===== src/rtl/core/sptw_pkg.sv =====
`default_nettype none

package sptw_pkg;

    localparam int INDEX_BITS     = 12;
    localparam int ANGLE_BITS     = 32;
    localparam int TRIG_FRAC_BITS = 16;

    localparam int IDX_W     = 12;
    localparam int RANGE_W   = 16;
    localparam int ANGLE_W   = 32;
    localparam int OFF_W     = 17;
    localparam int OUT_W     = 18;
    localparam int CFG_IDX_W = 3;
    localparam int CFG_DATA_W = 32;

    typedef logic [IDX_W-1:0]          t_index;
    typedef logic [RANGE_W-1:0]        t_range;
    typedef logic [ANGLE_W-1:0]        t_angle;
    typedef logic signed [OFF_W-1:0]   t_off;
    typedef logic signed [OUT_W-1:0]   t_coord;
    typedef logic [29:0]               t_q30;
    typedef logic [30:0]               t_q30e;
    typedef logic [7:0]                t_coef;
    typedef logic [TRIG_FRAC_BITS:0]   t_mag;
    typedef logic [CFG_IDX_W-1:0]      t_cfg_idx;
    typedef logic [CFG_DATA_W-1:0]     t_cfg_data;

    // Octant information of the folded angle.
    typedef struct packed {
        logic [1:0] quad;
        logic       low_half;
    } t_oct;

    // Sine and cosine as magnitude and sign.
    typedef struct packed {
        t_mag sin_mag;
        logic sin_neg;
        t_mag cos_mag;
        logic cos_neg;
    } t_trig;

    localparam t_cfg_idx CFG_STEP_ANGLE     = 3'd0;
    localparam t_cfg_idx CFG_START_ANGLE    = 3'd1;
    localparam t_cfg_idx CFG_MOUNT_ROTATION = 3'd2;
    localparam t_cfg_idx CFG_MOUNT_OFFSET_X = 3'd3;
    localparam t_cfg_idx CFG_MOUNT_OFFSET_Y = 3'd4;

    localparam t_index IDX_MASK   = t_index'((64'd1 << INDEX_BITS) - 64'd1);
    localparam t_angle ANGLE_KEEP = ~t_angle'((64'd1 << (ANGLE_W - ANGLE_BITS)) - 64'd1);

    localparam t_q30e       Q30_ONE  = 31'h4000_0000;
    localparam t_q30        OCT_HALF = 30'h2000_0000;
    localparam logic [30:0] PI4_Q31  = 31'd1686629713;

    localparam int STEP_LAT  = 4;
    localparam int SIN_STEPS = 5;
    localparam int COS_STEPS = 6;

    localparam t_coef SIN_K [SIN_STEPS] = '{8'd110, 8'd72, 8'd42, 8'd20, 8'd6};
    localparam t_coef COS_K [COS_STEPS] = '{8'd132, 8'd90, 8'd56, 8'd30, 8'd12, 8'd2};

endpackage

`default_nettype wire


===== src/rtl/core/sptw_angle.sv =====
`default_nettype none

module sptw_angle (
    input  logic             i_clk,
    input  logic             i_rst_n,
    input  logic             i_en,
    input  logic             i_valid,
    input  sptw_pkg::t_index i_beam_index,
    input  sptw_pkg::t_range i_range_mm,
    input  sptw_pkg::t_angle i_step_angle,
    input  sptw_pkg::t_angle i_start_angle,
    input  sptw_pkg::t_angle i_mount_rotation,
    output logic             o_valid,
    output sptw_pkg::t_q30   o_x,
    output sptw_pkg::t_q30   o_x2,
    output sptw_pkg::t_oct   o_oct,
    output sptw_pkg::t_range o_range
);
    import sptw_pkg::*;

    logic [4:0] r_valid;

    t_angle r1_prod;
    t_range r1_range;
    t_angle r2_ang;
    t_range r2_range;
    t_q30   r3_r;
    t_oct   r3_oct;
    t_range r3_range;
    t_q30   r4_x;
    t_oct   r4_oct;
    t_range r4_range;
    t_q30   r5_x;
    t_q30   r5_x2;
    t_oct   r5_oct;
    t_range r5_range;

    t_angle      n_prod;
    t_angle      n_ang;
    t_q30        n_r;
    t_oct        n_oct;
    logic [60:0] n_xprod;
    logic [59:0] n_sq;

    always_comb begin
        n_prod = i_step_angle * t_angle'(i_beam_index & IDX_MASK);
        n_ang  = (r1_prod + i_start_angle + i_mount_rotation) & ANGLE_KEEP;

        // Fold the angle into the first octant of its quadrant.
        n_oct.quad     = r2_ang[31:30];
        n_oct.low_half = (r2_ang[29:0] < OCT_HALF);
        if (n_oct.low_half) begin
            n_r = r2_ang[29:0];
        end else begin
            n_r = t_q30'(Q30_ONE - {1'b0, r2_ang[29:0]});
        end

        n_xprod = 61'(r3_r) * 61'(PI4_Q31);
        n_sq    = 60'(r4_x) * 60'(r4_x);
    end

    always_ff @(posedge i_clk) begin
        if (!i_rst_n) begin
            r_valid <= '0;
        end else if (i_en) begin
            r_valid <= {r_valid[3:0], i_valid};
        end
    end

    always_ff @(posedge i_clk) begin
        if (i_en) begin
            r1_prod  <= n_prod;
            r1_range <= i_range_mm;
            r2_ang   <= n_ang;
            r2_range <= r1_range;
            r3_r     <= n_r;
            r3_oct   <= n_oct;
            r3_range <= r2_range;
            r4_x     <= n_xprod[59:30];
            r4_oct   <= r3_oct;
            r4_range <= r3_range;
            r5_x     <= r4_x;
            r5_x2    <= n_sq[59:30];
            r5_oct   <= r4_oct;
            r5_range <= r4_range;
        end
    end

    assign o_valid = r_valid[4];
    assign o_x     = r5_x;
    assign o_x2    = r5_x2;
    assign o_oct   = r5_oct;
    assign o_range = r5_range;

endmodule

`default_nettype wire


===== config.mk =====
export PLATFORM = sky130hd
export DESIGN_NAME = sptw_angle
export DESIGN_NICKNAME = d
export VERILOG_FILES = /design/src/rtl/core/sptw_pkg.sv /design/src/rtl/core/sptw_angle.sv
export SDC_FILE = /design/constraint.sdc
export NUM_CORES = 2
export LEC_CHECK = 0
export CAP_MARGIN = 20
export CELL_PAD_IN_SITES_DETAIL_PLACEMENT = 0
export CELL_PAD_IN_SITES_GLOBAL_PLACEMENT = 1
export CORE_UTILIZATION = 45
export CTS_CLUSTER_SIZE = 12
export DETAILED_ROUTE_END_ITERATION = 8
export DONT_BUFFER_PORTS = 1
export PLACE_DENSITY_LB_ADDON = 0.25
export RECOVER_POWER = 50
export REMOVE_ABC_BUFFERS = 1
export SLEW_MARGIN = 20
export SYNTH_ARGS = -nofsm -noshare
export SYNTH_HDL_FRONTEND = slang
export SYNTH_SLANG_ARGS = --single-unit
export TNS_END_PERCENT = 50

===== constraint.sdc =====
create_clock -name i_clk -period 19.27 [get_ports i_clk]
set_input_delay 1.927 -clock i_clk [delete_from_list [all_inputs] [get_ports i_clk]]
set_output_delay 1.927 -clock i_clk [all_outputs]
set_load 0.1 [all_outputs]

==> impl_metrics.yaml <==
yosys:
  synthFlopType: "edfxtp_1"
  synth_area_um2: 58800
  yosys.cell_types.count: 65
  yosysTopAreaCellShare_pct: 44.2
  syn_inst: 5672
  synth-edff-count: 273
  ys_seq_area_share_pct: 14.1
  async_flop_share_pct: 0
  synth.area.top_cells: "fa_1, ha_1, edfxtp_1"
  synth-warning-count: 0
  yosysTopAreaCell: "fa_1"
  synth_seq_cells: 278
  syn_avg_cell_area_um2: 10.4
clock_tree:
  htree_num_levels: 2
  numCtsBuffers: 40
  cts.sinks: 278
  clk_latency_ns: 0.63
  path_clk_slew_ns: 0.06
  cts_root_buf: "clkbuf_16"
  cts_tree: "built"
  cts_buffer_depth: 3
  cts_resized: 0
  hold_buffers: 0
  post-cts-setup-buffer-count: 0
setup_path:
  endpoint_kind: "flip-flop"
  r2r-start: "r4_x[14]$_DFFE_PP_"
  r2r_cells: 26
  rr_endpoint: "o_x2[28]$_DFFE_PP_"
  cp-start-kind: "flip-flop"
  worstSetupPathType: "flip-flop to flip-flop"
  cp_max_fo: 22
  crit_required_ns: 19.64
  reg2reg_slack_ns: 8.78
  worstPathArrival_ns: 10.86
sta:
  fin_worst_skew_ns: 0.0377
  relSlewSlack_pct: -64.5
  hold_viol: 0
  worst_slew_pin_slew_ns: 2.47
  finalCriticalPeriod_ns: 10.49
  min_period_over_period_pct: 54.4
  whs_ns: 0.415
  rsz0062_at_grt: "false"
  fin_tns_setup_ns: 0
  setup_violations: 0
  finalMaxSlewViolations: 912
  max_clock_freq_ghz: 0.0953
outcome:
  outcome: "finished, violations left"
  violations: "capacitance limit, slew limit"
hold_path:
  hold_path.class: "flip-flop to flip-flop"
  holdCritStartpoint: "r3_range[11]$_DFFE_PP_"
  min_path_cells: 0
  min_to: "r4_range[11]$_DFFE_PP_"
floorplanning:
  start_util_pct: 45.4
  coreArea_um2: 130000
  num_rows: 132
  fp.dieArea_um2: 132000
  io_pins: 208
  die_h_um: 364
  die_w_um: 364
global_route:
  grt-ovfl-total: 0
  antenna_found_initial: 6
  track_usage_pct: 22.7
  grt_max_degree: 279
  grt_pass1_wl_mm: 229
  grt_pass1_vias: 40884
routing:
  drt_iter0_markers: 1702
  via_count: 36783
  dr.pass1.iters: 7
  vias_per_cell: 4.99
  ant_nets: 0
  drt-total-wl_mm: 143
  top_layer: "met5"
  wl_met1_mm: 62.8
  route.detailed.drc: 0
  dr_wl_met2_mm: 70.9
  met3_length_mm: 6.80
  routedWlPerCell_um: 19.4
placement:
  hpwlAfterDp_mm: 117
  gp_congestion: 0.881
  dp_cells: 7299
  io_buffer_count: 0
cells_and_area:
  fin_cells: 7372
  fin_util_pct: 47.7
  area_growth_pct: 5.21
  final_nets: 7716
  drive_gt1_share_pct: 1.51
job:
  cap_violations: 30
[state kept, by name, summed over array words and instances, names as in the netlist, 5 cells and up]
| register | count |
|---|---|
| r2_ang | 32 |
| o_x | 30 |
| r1_prod | 32 |
| r3_range | 16 |
| r4_range | 16 |
| r1_range | 16 |
| r4_x | 30 |
| o_range | 16 |
| r3_r | 30 |
| r2_range | 16 |
| r_valid | 5 |
| o_x2 | 30 |
[cell families (layout without fill, tap and decap cells)]
group	count (synthesis)	in the layout	synth area share [%]
flops	278	278	14.1
buf+inv	1769	1726	11.3
fa+ha+maj	1989	1989	58.9
xor+xnor	183	183	2.73
compound gates	381	381	4.24
simple gates	1062	1062	8.57
other cells	0	1	0
mux	10	10	0.174
[metrics by stage]
stage,cell area (um^2),setup WS (ns)
2_1_floorplan,58300,11.42
3_3_place_gp,60700,10.32
3_5_place_dp,60700,10.18
4_1_cts,62000,10.19
5_1_grt,61900,8.31
6_report,61900,8.78
[metal layers]
metal / vias up / track usage [%]
met4: 2 / 4.82
met5: - / 0
met1: 19024 / 30.8
met2: 763 / 38.7
li1: 16856 / -
met3: 138 / 3.01
[cell type report]
type | count | area (um^2)
diodes | 1 | 2.50
clock buffers | 49 | 1060
clock inverters | 23 | 246
fillers | 12162 | 67800
inverters | 1623 | 6090
multi-input cells | 3625 | 43900
flip-flops and latches | 278 | 8300
well taps | 1742 | 2180
repair buffers | 31 | 120
[worst max-delay path, cell delays in order, from the launching register on]
cell and delay (ns):
edfxtp_1 0.31, clkbuf_1 1.31, inv_1 0.80, nor2_1 0.39, inv_1 0.10, fa_1 0.50
fa_1 0.54, inv_1 0.05, fa_1 0.49, fa_1 0.58, fa_1 0.45, fa_1 0.48
fa_1 0.50, inv_1 0.05, fa_1 0.47, inv_1 0.04, ha_1 0.39, nand2_1 0.12
a21oi_1 0.18, nand4_1 0.11, o21ai_0 0.40, a2111oi_4 0.14, nor4_2 0.75, nor2_1 0.22
o311ai_0 0.54, a21oi_1 0.16, xnor2_1 0.14
[layout by cell type (no fill, tap or decap), drive strengths merged, types with 79 or more instances in the layout]
cell type     n
xnor2       134
a21oi       121
and2        268
edfxtp      273
inv        1628
nor2        105
nand2       535
clkbuf       79
ha          691
fa         1298
[cell usage after synthesis (49+ instances only)]
cell type	number
a21o_1	65
a21oi_1	121
and2_1	268
clkbuf_1	144
edfxtp_1	273
fa_1	1298
ha_1	691
inv_1	1622
nand2_1	535
nor2_1	104
o21ai_0	62
xnor2_1	134
xor2_1	49
[worst max-delay path by stage]
stage	depth (start not counted)	from	endpoint	slack (ns)
after floorplan	25	r4_x[5]$_DFFE_PP_	o_x2[28]$_DFFE_PP_	11.42
after global placement	26	r4_x[14]$_DFFE_PP_	o_x2[28]$_DFFE_PP_	10.32
after detailed placement	26	r4_x[14]$_DFFE_PP_	o_x2[28]$_DFFE_PP_	10.18
after CTS	26	r4_x[14]$_DFFE_PP_	o_x2[28]$_DFFE_PP_	10.19
after global routing	26	r4_x[14]$_DFFE_PP_	o_x2[28]$_DFFE_PP_	8.31
final	26	r4_x[14]$_DFFE_PP_	o_x2[28]$_DFFE_PP_	8.78
Power is not shown: default switching activity piles up to over one toggle a cycle in this logic, so the estimate is an artifact.
