File: src/rtl/core/sptw_pkg.sv
`default_nettype none

package sptw_pkg;

    localparam int INDEX_BITS     = 12;
    localparam int ANGLE_BITS     = 32;
    localparam int TRIG_FRAC_BITS = 16;

    localparam int IDX_W     = 12;
    localparam int RANGE_W   = 16;
    localparam int ANGLE_W   = 32;
    localparam int OFF_W     = 17;
    localparam int OUT_W     = 18;
    localparam int CFG_IDX_W = 3;
    localparam int CFG_DATA_W = 32;

    typedef logic [IDX_W-1:0]          t_index;
    typedef logic [RANGE_W-1:0]        t_range;
    typedef logic [ANGLE_W-1:0]        t_angle;
    typedef logic signed [OFF_W-1:0]   t_off;
    typedef logic signed [OUT_W-1:0]   t_coord;
    typedef logic [29:0]               t_q30;
    typedef logic [30:0]               t_q30e;
    typedef logic [7:0]                t_coef;
    typedef logic [TRIG_FRAC_BITS:0]   t_mag;
    typedef logic [CFG_IDX_W-1:0]      t_cfg_idx;
    typedef logic [CFG_DATA_W-1:0]     t_cfg_data;

    // Octant information of the folded angle.
    typedef struct packed {
        logic [1:0] quad;
        logic       low_half;
    } t_oct;

    // Sine and cosine as magnitude and sign.
    typedef struct packed {
        t_mag sin_mag;
        logic sin_neg;
        t_mag cos_mag;
        logic cos_neg;
    } t_trig;

    localparam t_cfg_idx CFG_STEP_ANGLE     = 3'd0;
    localparam t_cfg_idx CFG_START_ANGLE    = 3'd1;
    localparam t_cfg_idx CFG_MOUNT_ROTATION = 3'd2;
    localparam t_cfg_idx CFG_MOUNT_OFFSET_X = 3'd3;
    localparam t_cfg_idx CFG_MOUNT_OFFSET_Y = 3'd4;

    localparam t_index IDX_MASK   = t_index'((64'd1 << INDEX_BITS) - 64'd1);
    localparam t_angle ANGLE_KEEP = ~t_angle'((64'd1 << (ANGLE_W - ANGLE_BITS)) - 64'd1);

    localparam t_q30e       Q30_ONE  = 31'h4000_0000;
    localparam t_q30        OCT_HALF = 30'h2000_0000;
    localparam logic [30:0] PI4_Q31  = 31'd1686629713;

    localparam int STEP_LAT  = 4;
    localparam int SIN_STEPS = 5;
    localparam int COS_STEPS = 6;

    localparam t_coef SIN_K [SIN_STEPS] = '{8'd110, 8'd72, 8'd42, 8'd20, 8'd6};
    localparam t_coef COS_K [COS_STEPS] = '{8'd132, 8'd90, 8'd56, 8'd30, 8'd12, 8'd2};

endpackage

`default_nettype wire

File: src/rtl/core/sptw_scale.sv
`default_nettype none

module sptw_scale (
    input  logic             i_clk,
    input  logic             i_rst_n,
    input  logic             i_en,
    input  logic             i_valid,
    input  sptw_pkg::t_trig  i_trig,
    input  sptw_pkg::t_range i_range,
    input  sptw_pkg::t_off   i_off_x,
    input  sptw_pkg::t_off   i_off_y,
    output logic             o_valid,
    output sptw_pkg::t_coord o_x_mm,
    output sptw_pkg::t_coord o_y_mm
);
    import sptw_pkg::*;

    localparam int PROD_W = RANGE_W + TRIG_FRAC_BITS + 1;
    localparam int SUM_W  = OUT_W + 1;
    localparam logic [PROD_W-1:0] HALF = PROD_W'(1) << (TRIG_FRAC_BITS - 1);

    logic [2:0]        r_valid;
    logic [PROD_W-1:0] r1_prod_x;
    logic [PROD_W-1:0] r1_prod_y;
    logic              r1_neg_x;
    logic              r1_neg_y;
    t_range            r2_p_x;
    t_range            r2_p_y;
    logic              r2_neg_x;
    logic              r2_neg_y;
    t_coord            r3_x;
    t_coord            r3_y;

    logic [PROD_W-1:0]  n_sum_x;
    logic [PROD_W-1:0]  n_sum_y;
    logic signed [SUM_W-1:0] n_x;
    logic signed [SUM_W-1:0] n_y;

    always_comb begin
        // Magnitude is rounded half up, so ties go away from zero once signed.
        n_sum_x = r1_prod_x + HALF;
        n_sum_y = r1_prod_y + HALF;
        if (r2_neg_x) begin
            n_x = SUM_W'(i_off_x) - $signed(SUM_W'(r2_p_x));
        end else begin
            n_x = SUM_W'(i_off_x) + $signed(SUM_W'(r2_p_x));
        end
        if (r2_neg_y) begin
            n_y = SUM_W'(i_off_y) - $signed(SUM_W'(r2_p_y));
        end else begin
            n_y = SUM_W'(i_off_y) + $signed(SUM_W'(r2_p_y));
        end
    end

    always_ff @(posedge i_clk) begin
        if (!i_rst_n) begin
            r_valid <= '0;
        end else if (i_en) begin
            r_valid <= {r_valid[1:0], i_valid};
        end
    end

    always_ff @(posedge i_clk) begin
        if (i_en) begin
            r1_prod_x <= PROD_W'(i_range) * PROD_W'(i_trig.cos_mag);
            r1_prod_y <= PROD_W'(i_range) * PROD_W'(i_trig.sin_mag);
            r1_neg_x  <= i_trig.cos_neg;
            r1_neg_y  <= i_trig.sin_neg;
            r2_p_x    <= n_sum_x[TRIG_FRAC_BITS +: RANGE_W];
            r2_p_y    <= n_sum_y[TRIG_FRAC_BITS +: RANGE_W];
            r2_neg_x  <= r1_neg_x;
            r2_neg_y  <= r1_neg_y;
            r3_x      <= t_coord'(n_x[OUT_W-1:0]);
            r3_y      <= t_coord'(n_y[OUT_W-1:0]);
        end
    end

    assign o_valid = r_valid[2];
    assign o_x_mm  = r3_x;
    assign o_y_mm  = r3_y;

endmodule

`default_nettype wire

File: config.mk
export PLATFORM = sky130hd
export DESIGN_NAME = sptw_scale
export DESIGN_NICKNAME = d
export VERILOG_FILES = /design/src/rtl/core/sptw_pkg.sv /design/src/rtl/core/sptw_scale.sv
export SDC_FILE = /design/constraint.sdc
export NUM_CORES = 1
export LEC_CHECK = 0
export BUFFER_PORTS_ARGS = -buffer_cell sky130_fd_sc_hd__buf_4
export CORE_UTILIZATION = 35
export DETAILED_ROUTE_END_ITERATION = 10
export GPL_TIMING_DRIVEN = 0
export HOLD_SLACK_MARGIN = 0.02
export RECOVER_POWER = 25
export SLEW_MARGIN = 20
export SYNTH_ARGS = -nofsm -noshare
export SYNTH_HDL_FRONTEND = slang
export SYNTH_SLANG_ARGS = --single-unit
File: constraint.sdc
create_clock -name i_clk -period 9.2 [get_ports i_clk]
set_input_delay 0.92 -clock i_clk [delete_from_list [all_inputs] [get_ports i_clk]]
set_output_delay 0.92 -clock i_clk [all_outputs]
set_load 0.01 [all_outputs]
==> implementation parameters <==
Parameter                              Value

Outcome
  Status    complete, but fails checks
  Failing checks    max-capacitance violations, max-slew violations

Clock tree
  Clock slew at reported path FFs    0.08 ns
  Total setup buffers inserted after CTS    0
  Clock Latency Late Sink    0.37 ns
  Root Buffer Master    sky130_fd_sc_hd__clkbuf_16
  CTS-repair resized insts    0
  CTS Buf Count    9
  Clock tree buffer depth    2
  H-tree depth reported by CTS    3
  CTS Hold Buffers Added    0
  Clock tree from TritonCTS    done
  Num Clock Sinks    109

Worst setup path
  Worst-path maximum fanout    10
  Critical path endpoint category    flop
  End point of the critical path    r1_prod_x[31]
  FF-to-FF End    o_x_mm[17]
  Arr. time, crit path    7.58 ns
  Startpoint class of the critical path    input pin
  Depth of the worst register-to-register path    13
  Critical path type    in -> reg
  Register-to-register path setup slack    5.27 ns
  Worst endpoint required time    9.32 ns
  Launch point of the critical path    i_range[10]
  Worst flop-to-flop path startpoint    r2_neg_x

Detailed routing
  Aggregate routed wire length    58290 microns
  Average wire per cell in the routed design    17.06 microns
  Number of nets with antenna violations after routing    0
  DRC violations left    0
  DR vias/cell    4.898
  First DRT Iteration DRCs    973
  Via total after detailed routing    16730
  Drt pass-1 iters    6

STA
  Final count of hold timing violations    0
  Setup TNS    0 ns
  Final worst path period share    81.13%
  Max Clock Freq    134.0 MHz
  Layout Skew    0.01347 ns
  Relative slew margins    -312.1%
  Final setup violation count    0
  Unrepaired setup endpoints after global routing    false
  Final number of max-transition violations    110
  Slew at the pin with the worst max-slew slack    6.182 ns
  Crit path time final    7.464 ns

Placed design
  Port Buf Inserts    126
  HPWL after DPL    49620 microns
  Cell total after placement    3398
  Gp weighted congestion    0.8926

Min path
  Hold/Removal Path Class    reg -> reg
  Launch instance of the worst min-delay path    r1_neg_y

Job
  Maximum Capacitance Violations    1

Floorplanning
  Floorplan die width    257.2 microns
  Effective utilization at floorplan    35.37%
  Number of top-level pins    127
  Die outline area    66170 sq um
  Area of the placeable core    64460 sq um
  Number of rows created at floorplan    93
  Die boundary height    257.2 microns

Global routing
  Wire length of the first global-routing pass    94450 microns
  Largest net degree at the start of global routing    110
  Overall routing resource usage    18.33%
  Congestion Overflow GR    0
  Antenna violations before repair    1
  Number of global-route vias before repair    17500

Yosys
  Distinct cells, synth    59
  Dominant synthesized flop cell    sky130_fd_sc_hd__edfxtp_1
  Post-synth net total    3155
  FFs w/ async S/R, synth    0%
  Synth Register Bits    109
  Combined area of all synthesized cells    22800 sq um
  Sequential-to-total area share from yosys stat    14.22%
  Synthesis Warnings    0
  Cell count after synthesis    2417
  Post-synth EDFFs    106
  Top area cells in the synthesized netlist    sky130_fd_sc_hd__fa_1, sky130_fd_sc_hd__edfxtp_1, sky130_fd_sc_hd__ha_1
  Syn Area/Cell    9.433 sq um
  Area share of the largest cell type after synthesis    36.35%
  Post-synth top area cell    sky130_fd_sc_hd__fa_1

Power
  Internal power consumption    0.004785 W
  Sequential fraction of design power    14.0%
  Fraction of power consumed by the clock network    4.0%
  Static leakage    12.18 nW
  Combinational power share    82.0%
  Power dissipated by switching net loads    0.004688 W
  Maximum vdd ir drop    0.4678 mV
  Switching part of the total    49.49%
  Power density cells    377.5 nW/um^2

Layout
  Share of layout cells above drive strength 1    5.981%
  Net count of the finished layout    3292
  Final cell count without fillers    3416
  Synth-to-layout area growth    10.05%
[cell usage after synthesis, types with 5 or more instances]
cell,instances
sky130_fd_sc_hd__o21ai_0,22
sky130_fd_sc_hd__nand2_1,344
sky130_fd_sc_hd__nand2b_1,7
sky130_fd_sc_hd__o21a_1,11
sky130_fd_sc_hd__inv_1,501
sky130_fd_sc_hd__mux2i_1,5
sky130_fd_sc_hd__xor2_1,34
sky130_fd_sc_hd__nor2b_1,13
sky130_fd_sc_hd__fa_1,414
sky130_fd_sc_hd__a31oi_1,8
sky130_fd_sc_hd__a21oi_1,73
sky130_fd_sc_hd__and2_1,249
sky130_fd_sc_hd__edfxtp_1,106
sky130_fd_sc_hd__nand3_1,24
sky130_fd_sc_hd__a211oi_1,7
sky130_fd_sc_hd__ha_1,234
sky130_fd_sc_hd__xnor2_1,99
sky130_fd_sc_hd__nor2_1,43
sky130_fd_sc_hd__a21o_1,35
sky130_fd_sc_hd__and3_1,12
sky130_fd_sc_hd__nor3_1,19
sky130_fd_sc_hd__clkbuf_1,89
sky130_fd_sc_hd__nand4_1,9
[stage by stage]
step | setup WS (ns) | util [%] | hold WS, ns | power, W | cell area, sq um
finish | 1.737 | 38.93 | 0.4241 | 0.009474 | 25090
detailed placement | 1.370 | 38.50 | 0.4115 | 0.009118 | 24820
global placement | 1.447 | 38.50 | 0.4175 | 0.008978 | 24820
global route | 1.427 | 38.91 | 0.4390 | 0.01073 | 25090
floorplan | 2.677 | - | 0.4003 | 0.007409 | 22800
CTS | 1.767 | 38.93 | 0.4294 | 0.009587 | 25090
[logic make-up (layout without fill, tap and decap cells)]
kind of cell	count (synthesis)	in the layout	synth area share (%)
buf+inv	590	731	9.713
compound gates	194	194	5.685
xor+xnor	133	133	5.109
other cells	0	3	0
simple gates	738	738	15.86
flops	109	109	14.22
mux	5	5	0.2195
fa+ha+maj	648	648	49.19
[power by group through the flow]
stage	Sequential, W	Combinational (W)	Clock, W
global placement	0.00133	0.00765	0
CTS	0.00132	0.00787	0.000394
detailed placement	0.00133	0.00779	0
finish	0.00132	0.00777	0.000380
global route	0.00135	0.00897	0.000410
floorplan	0.00133	0.00608	0
[worst max-delay path, stage by stage]
cell and delay, ns:
sky130_fd_sc_hd__buf_4 0.16, sky130_fd_sc_hd__clkbuf_1 0.64, sky130_fd_sc_hd__nand2_1 0.18, sky130_fd_sc_hd__fa_1 0.56
sky130_fd_sc_hd__inv_1 0.05, sky130_fd_sc_hd__fa_1 0.61, sky130_fd_sc_hd__fa_1 0.46, sky130_fd_sc_hd__fa_1 0.46
sky130_fd_sc_hd__fa_1 0.49, sky130_fd_sc_hd__inv_1 0.05, sky130_fd_sc_hd__fa_1 0.47, sky130_fd_sc_hd__inv_1 0.04
sky130_fd_sc_hd__ha_1 0.42, sky130_fd_sc_hd__nand4_1 0.21, sky130_fd_sc_hd__or4_1 0.60, sky130_fd_sc_hd__o31ai_2 0.52
sky130_fd_sc_hd__o21ai_1 0.17, sky130_fd_sc_hd__a21oi_2 0.20, sky130_fd_sc_hd__a21o_1 0.16, sky130_fd_sc_hd__a21oi_1 0.08
sky130_fd_sc_hd__xnor2_1 0.13
[layer usage]
| metal | up-vias | share of wire [%] | GRT usage [%] |
|---|---|---|---|
| met5 | - | 0 | 0 |
| met4 | 0 | 1.6 | 4.183 |
| met3 | 51 | 6.6 | 3.123 |
| met2 | 468 | 45 | 28.69 |
| met1 | 8541 | 46 | 26.32 |
| li1 | 7670 | - | - |
[final cells by class]
type	instances	area [sq um]
repair buffers	126	942.2
multi-input cells	1718	17340
diodes	3	7.507
clock buffers	9	225.2
flip-flops and latches	109	3243
plain buffers	89	334.1
well taps	855	1070
inverters	501	1881
fillers	6515	39370
clock inverters	6	47.55
[how the worst min path moves through the flow]
stage / to / slack, ns / depth (start not counted)
floorplan: r2_neg_x / 0.40 / 0
global placement: r2_neg_y / 0.42 / 0
detailed placement: r2_neg_y / 0.41 / 0
CTS: r2_neg_y / 0.43 / 0
global route: r2_neg_y / 0.44 / 0
finish: r2_neg_y / 0.42 / 0
[layout by cell type (no fill, tap or decap), types with 3 or more instances in the layout]
cell type,count
sky130_fd_sc_hd__and3_1,12
sky130_fd_sc_hd__xnor2_1,99
sky130_fd_sc_hd__nor2_1,43
sky130_fd_sc_hd__o21bai_1,3
sky130_fd_sc_hd__clkbuf_4,4
sky130_fd_sc_hd__clkinvlp_4,3
sky130_fd_sc_hd__o21ai_1,4
sky130_fd_sc_hd__nor3_1,19
sky130_fd_sc_hd__o21a_1,11
sky130_fd_sc_hd__a211oi_1,7
sky130_fd_sc_hd__ha_1,234
sky130_fd_sc_hd__mux2i_1,5
sky130_fd_sc_hd__a21o_1,35
sky130_fd_sc_hd__and4_1,4
sky130_fd_sc_hd__nand2b_1,7
sky130_fd_sc_hd__nand4_1,9
sky130_fd_sc_hd__diode_2,3
sky130_fd_sc_hd__inv_1,501
sky130_fd_sc_hd__nand2_1,344
sky130_fd_sc_hd__nor2b_1,13
sky130_fd_sc_hd__nand3_1,24
sky130_fd_sc_hd__and2_1,247
sky130_fd_sc_hd__clkbuf_1,90
sky130_fd_sc_hd__buf_4,121
sky130_fd_sc_hd__clkbuf_16,9
sky130_fd_sc_hd__a31oi_1,8
sky130_fd_sc_hd__a21oi_1,73
sky130_fd_sc_hd__or3_1,3
sky130_fd_sc_hd__edfxtp_1,106
sky130_fd_sc_hd__o21ai_0,22
sky130_fd_sc_hd__xor2_1,34
sky130_fd_sc_hd__fa_1,414
sky130_fd_sc_hd__dfxtp_1,3
[sequential cells by signal, summed over array words and instances, names as in the netlist]
name	cells
r1_neg_y	1
r1_prod_y	17
r2_p_x	16
r2_neg_x	1
r2_neg_y	1
r1_neg_x	1
r_valid	3
r2_p_y	16
o_y_mm	18
r1_prod_x	17
o_x_mm	18
(Power assumes the default switching activity.)
